$ cat config.mk
export PLATFORM = sky130hd
export DESIGN_NAME = lqi_mac
export DESIGN_NICKNAME = d
export VERILOG_FILES = /design/src/hw/rtl/lqi_pkg.sv /design/src/hw/rtl/lqi_mac.sv
export SDC_FILE = /design/constraint.sdc
export NUM_CORES = 2
export LEC_CHECK = 0
export BUFFER_PORTS_ARGS = -buffer_cell sky130_fd_sc_hd__buf_4
export CAP_MARGIN = 10
export CORE_ASPECT_RATIO = 1.1
export CORE_MARGIN = 2
export CORE_UTILIZATION = 30
export CTS_BUF_LIST = sky130_fd_sc_hd__clkbuf_2 sky130_fd_sc_hd__clkbuf_4 sky130_fd_sc_hd__clkbuf_8
export DETAILED_ROUTE_END_ITERATION = 8
export PLACE_DENSITY = 0.44
export SLEW_MARGIN = 20
export SYNTH_ARGS = -nofsm -noshare
export SYNTH_HDL_FRONTEND = slang
export SYNTH_SLANG_ARGS = --single-unit
$ cat constraint.sdc
create_clock -name i_clk -period 10.82 [get_ports i_clk]
set_input_delay 2.164 -clock i_clk [delete_from_list [all_inputs] [get_ports i_clk]]
set_output_delay 2.164 -clock i_clk [all_outputs]
set_load 0.01 [all_outputs]
$ cat src/hw/rtl/lqi_pkg.sv
// Shared types and constants for the LQI control law unit.
// Used by lqi_mac, lqi_control_law_unit and the testbench; depends on nothing.
`default_nettype none

package lqi_pkg;

    localparam int LQI_MAX_STATES      = 16;
    localparam int LQI_MAX_DRIVES      = 8;
    localparam int LQI_MAX_INTEGRATORS = 8;
    localparam int LQI_FRAC_BITS       = 16;

    localparam int LQI_DATA_W = 32;
    localparam int LQI_ACC_W  = 64;

    // Input word kinds carried on tuser
    typedef enum logic [1:0] {
        OP_LOAD_SG = 2'd0,
        OP_LOAD_IG = 2'd1,
        OP_STATE   = 2'd2,
        OP_ERROR   = 2'd3
    } t_opcode;

    // Configuration register indexes
    localparam logic [1:0] CFG_STATE_COUNT      = 2'd0;
    localparam logic [1:0] CFG_DRIVE_COUNT      = 2'd1;
    localparam logic [1:0] CFG_INTEGRATOR_COUNT = 2'd2;
    localparam logic [1:0] CFG_ANTI_WINDUP      = 2'd3;

    // Anti-windup modes (mode 3 behaves as AW_ALWAYS)
    localparam logic [1:0] AW_ALWAYS = 2'd0;
    localparam logic [1:0] AW_CLEAR  = 2'd1;
    localparam logic [1:0] AW_HOLD   = 2'd2;

    // Sequencer to MAC control
    typedef struct packed {
        logic clear;
        logic valid;
    } t_mac_ctl;

endpackage

`default_nettype wire

$ cat src/hw/rtl/lqi_mac.sv
// Shared multiply-accumulate unit: registered 32x32 signed product, then a
// saturating 64-bit accumulate. Depends on lqi_pkg.
`default_nettype none

module lqi_mac (
    input  wire logic                                   i_clk,
    input  wire logic                                   i_rst_n,
    input  wire lqi_pkg::t_mac_ctl                      i_ctl,
    input  wire logic signed [lqi_pkg::LQI_DATA_W-1:0]  i_a,
    input  wire logic signed [lqi_pkg::LQI_DATA_W-1:0]  i_b,
    output logic signed      [lqi_pkg::LQI_ACC_W-1:0]   o_acc,
    output logic                                        o_clip,
    output logic                                        o_busy
);
    import lqi_pkg::*;

    logic signed [LQI_ACC_W-1:0] r_prod;
    logic                        r_prod_v;
    logic signed [LQI_ACC_W-1:0] r_acc;
    logic                        r_clip;
    logic signed [LQI_ACC_W-1:0] w_sum;
    logic                        w_ovf;

    assign w_sum = r_acc + r_prod;
    // overflow when both operands share a sign that the sum does not
    assign w_ovf = (r_acc[LQI_ACC_W-1] == r_prod[LQI_ACC_W-1]) &&
                   (w_sum[LQI_ACC_W-1] != r_prod[LQI_ACC_W-1]);

    always_ff @(posedge i_clk) begin
        r_prod <= LQI_ACC_W'(i_a) * LQI_ACC_W'(i_b);
        if (!i_rst_n) begin
            r_prod_v <= 1'b0;
            r_acc    <= '0;
            r_clip   <= 1'b0;
        end else begin
            r_prod_v <= i_ctl.valid;
            if (i_ctl.clear) begin
                r_acc  <= '0;
                r_clip <= 1'b0;
            end else if (r_prod_v) begin
                if (w_ovf) begin
                    r_acc  <= r_prod[LQI_ACC_W-1] ? {1'b1, {(LQI_ACC_W-1){1'b0}}}
                                                  : {1'b0, {(LQI_ACC_W-1){1'b1}}};
                    r_clip <= 1'b1;
                end else begin
                    r_acc <= w_sum;
                end
            end
        end
    end

    assign o_acc  = r_acc;
    assign o_clip = r_clip;
    assign o_busy = r_prod_v;

endmodule

`default_nettype wire

==> run metrics <==
status=finished, final reports clean; Initial DRC Count=between 1000 and 1500; first-pass GRT wire length=207300 µm; minimum clock period=between 9000 and 10000 ps; number of global-route vias before repair=35173; Post-Route Setup TNS=0 ps; R2R Setup Slk=6870 ps; Post-synth ARST share=0%; core area=144300 µm²; clock-pin slew on the worst setup and hold paths=70 ps; Synth cell types=between 70 and 80; post-synth net total=6213; vias per cell=4.716; Fill cells=15485; Layout area overhead=6.753%; share of cells above drive strength 1=around 4.4%; Setup CP Type=input pin to flip-flop; Post-Syn Instances=around 4800; CP Launch Type=input pin; synthesized area=around 44000 µm²; clock root buffer=clkbuf_8; Rel. slew slack=42.64%; row count=roughly 150; Synth Area per Inst=roughly 9 µm²; Hold Path Class=flip-flop to flip-flop; Routability Congestion=0.8625; I/O pin cnt=134; Final Hold Vio Count=0; chip height=~400 µm; final setup vio count=0; DRC=0; largest net degree at the start of global routing=67; Fmax achieved=~100 MHz; WL/cell=19.69 µm; Die W=367.8 µm; Post-synth EDFFs=0; HPWL Detailed=approximately 110000 µm; 1st-pass router iterations=5; Setup Fix Bufs, Post-CTS=0; Max FO, Critical Path=32; H-tree depth=4; synth warn=0; Sink Count=130; initial antenna violation count=6; Yosys reg bits=between 100 and 150; final-stage net count=6131; crit end category=flip-flop; CTS tree=yes; Overflow after GRT=0; CP required=between 10000 and 15000 ps; die footprint=approximately 150000 µm²; DR vias=31459; GRT Total Usage=a little under a fifth; hold_buf cts=0; Routed Antenna Nets=0; max-cap viol count=0; pins over their slew limit=0; Clk Latency, worst-skew pair=480 ps; top_reg_cell synth=dfxtp_1; initial core utilization=30.26%; PostCTS Resize Cnt=0; port buffer count=between 100 and 150; Tightest Pin Transition=853.8 ps; crit path DAT=between 9000 and 10000 ps; WL final=roughly 130000 µm; final worst-path cycle share=88.62%; Seq/Total Area, Yosys=5.960%; Num CTS Buffers=17; Max Root-Sink Buffers=2; Layout Skew=roughly 16 ps; RSZ-0062 raised after global routing=no
-- cells by family (layout without fill, tap and decap cells) --
family | count (synthesis) | after routing | synth area share (%)
buffers and inverters | 1251 | 1182 | 10.91
AO/OA/AOI/OAI | 552 | 552 | 7.831
adder cells (fa/ha/maj) | 1330 | 1330 | 56.72
other | 0 | 1 | 0
AND/OR/NAND/NOR | 1427 | 1427 | 16.07
XOR/XNOR | 125 | 125 | 2.507
flip-flops | 130 | 130 | 5.960
-- path summary, 6_finish.rpt --
path                          from                endpoint  cells past startpoint
max                         i_b[2]      r_prod[57]$_DFF_P_                     23
min reg2reg    o_clip$_SDFFE_PP0P_     o_clip$_SDFFE_PP0P_                      1
max reg2reg  o_acc[0]$_SDFFE_PP0P_  o_acc[60]$_SDFFE_PP0P_                     13
min            o_clip$_SDFFE_PP0P_     o_clip$_SDFFE_PP0P_                      1
-- sequential cells by signal, summed over array words and instances (netlist names) --
register,flops
o_busy,1
o_clip,1
r_prod,64
o_acc,64
-- cell usage in the layout (no fill, tap or decap), types with 85 or more instances in the layout --
master / count
ha_1: 247
fa_1: 1083
dfxtp_1: 129
nand2_1: 646
inv_1: 995
o21ai_0: 112
a21oi_1: 209
xnor2_1: 85
nor2_1: 101
and2_1: 522
buf_4: 153
-- cell type report --
cell class	instances	area (µm²)	area share [%]
multi-input combinational	3434	36320	77.90
timing repair buffer	153	1149	2.464
inverter	997	3742	8.028
clock buffer	20	262.8	0.5636
sequential	130	2604	5.585
tap	1924	2407	5.164
antenna	1	2.502	0.005368
clock inverter	12	133.9	0.2872
-- metal layers --
| metal | share of wire (%) | routed length [µm] | global-route usage [%] |
|---|---|---|---|
| met3 | 2.5 | 3288 | 1.721 |
| met5 | 0.024 | 31 | 0 |
| met2 | 55 | 72240 | 34.25 |
| met1 | 39 | 50770 | 21.28 |
| met4 | 3.8 | 4989 | 6.101 |
-- synth_stat cells (37+ instances only) --
master       n  area (µm²)
fa_1      1083       21680
inv_1      995        3735
nand2_1    646        2425
and2_1     523        3272
ha_1       247        3090
clkbuf_1   233       874.6
a21oi_1    209        1046
dfxtp_1    130        2603
o21ai_0    112       560.5
nor2_1     101       379.1
xnor2_1     85       744.5
a21o_1      54       405.4
xor2_1      40       350.3
nand3_1     37       185.2
-- metrics by stage --
| stage | setup WS [ps] | util (%) | cell area, µm² | hold slack (ps) | std cells |
|---|---|---|---|---|---|
| 2_1_floorplan | 1313 | - | 43670 | 509.1 | 4815 |
| 3_3_place_gp | 707.5 | 32.03 | 46220 | 465.1 | 6638 |
| 3_5_place_dp | 755.1 | 32.03 | 46220 | 465.6 | 6638 |
| 4_1_cts | 1215 | 32.30 | 46620 | 483.5 | 6670 |
| 5_1_grt | 845.5 | 32.30 | 46620 | 519.9 | 6670 |
| 6_report | 1231 | 32.30 | 46620 | 479.8 | 6671 |
-- critical path, cell delays in order --
cell and delay (ps):
buf_4 340, nand2_1 160, inv_1 150, fa_1 460, fa_1 490, fa_1 740, buf_4 250, fa_1 440
fa_1 500, fa_1 560, fa_1 430, fa_1 460, ha_1 400, and3_1 220, nand3_1 150, nor2_1 220
a21boi_0 390, a211oi_1 140, a31oi_1 470, a31oi_1 250, o31ai_1 330, o21a_1 150, nor2_1 30
Power is not shown: default switching activity piles up to over one toggle a cycle in this logic, so the estimate is an artifact.
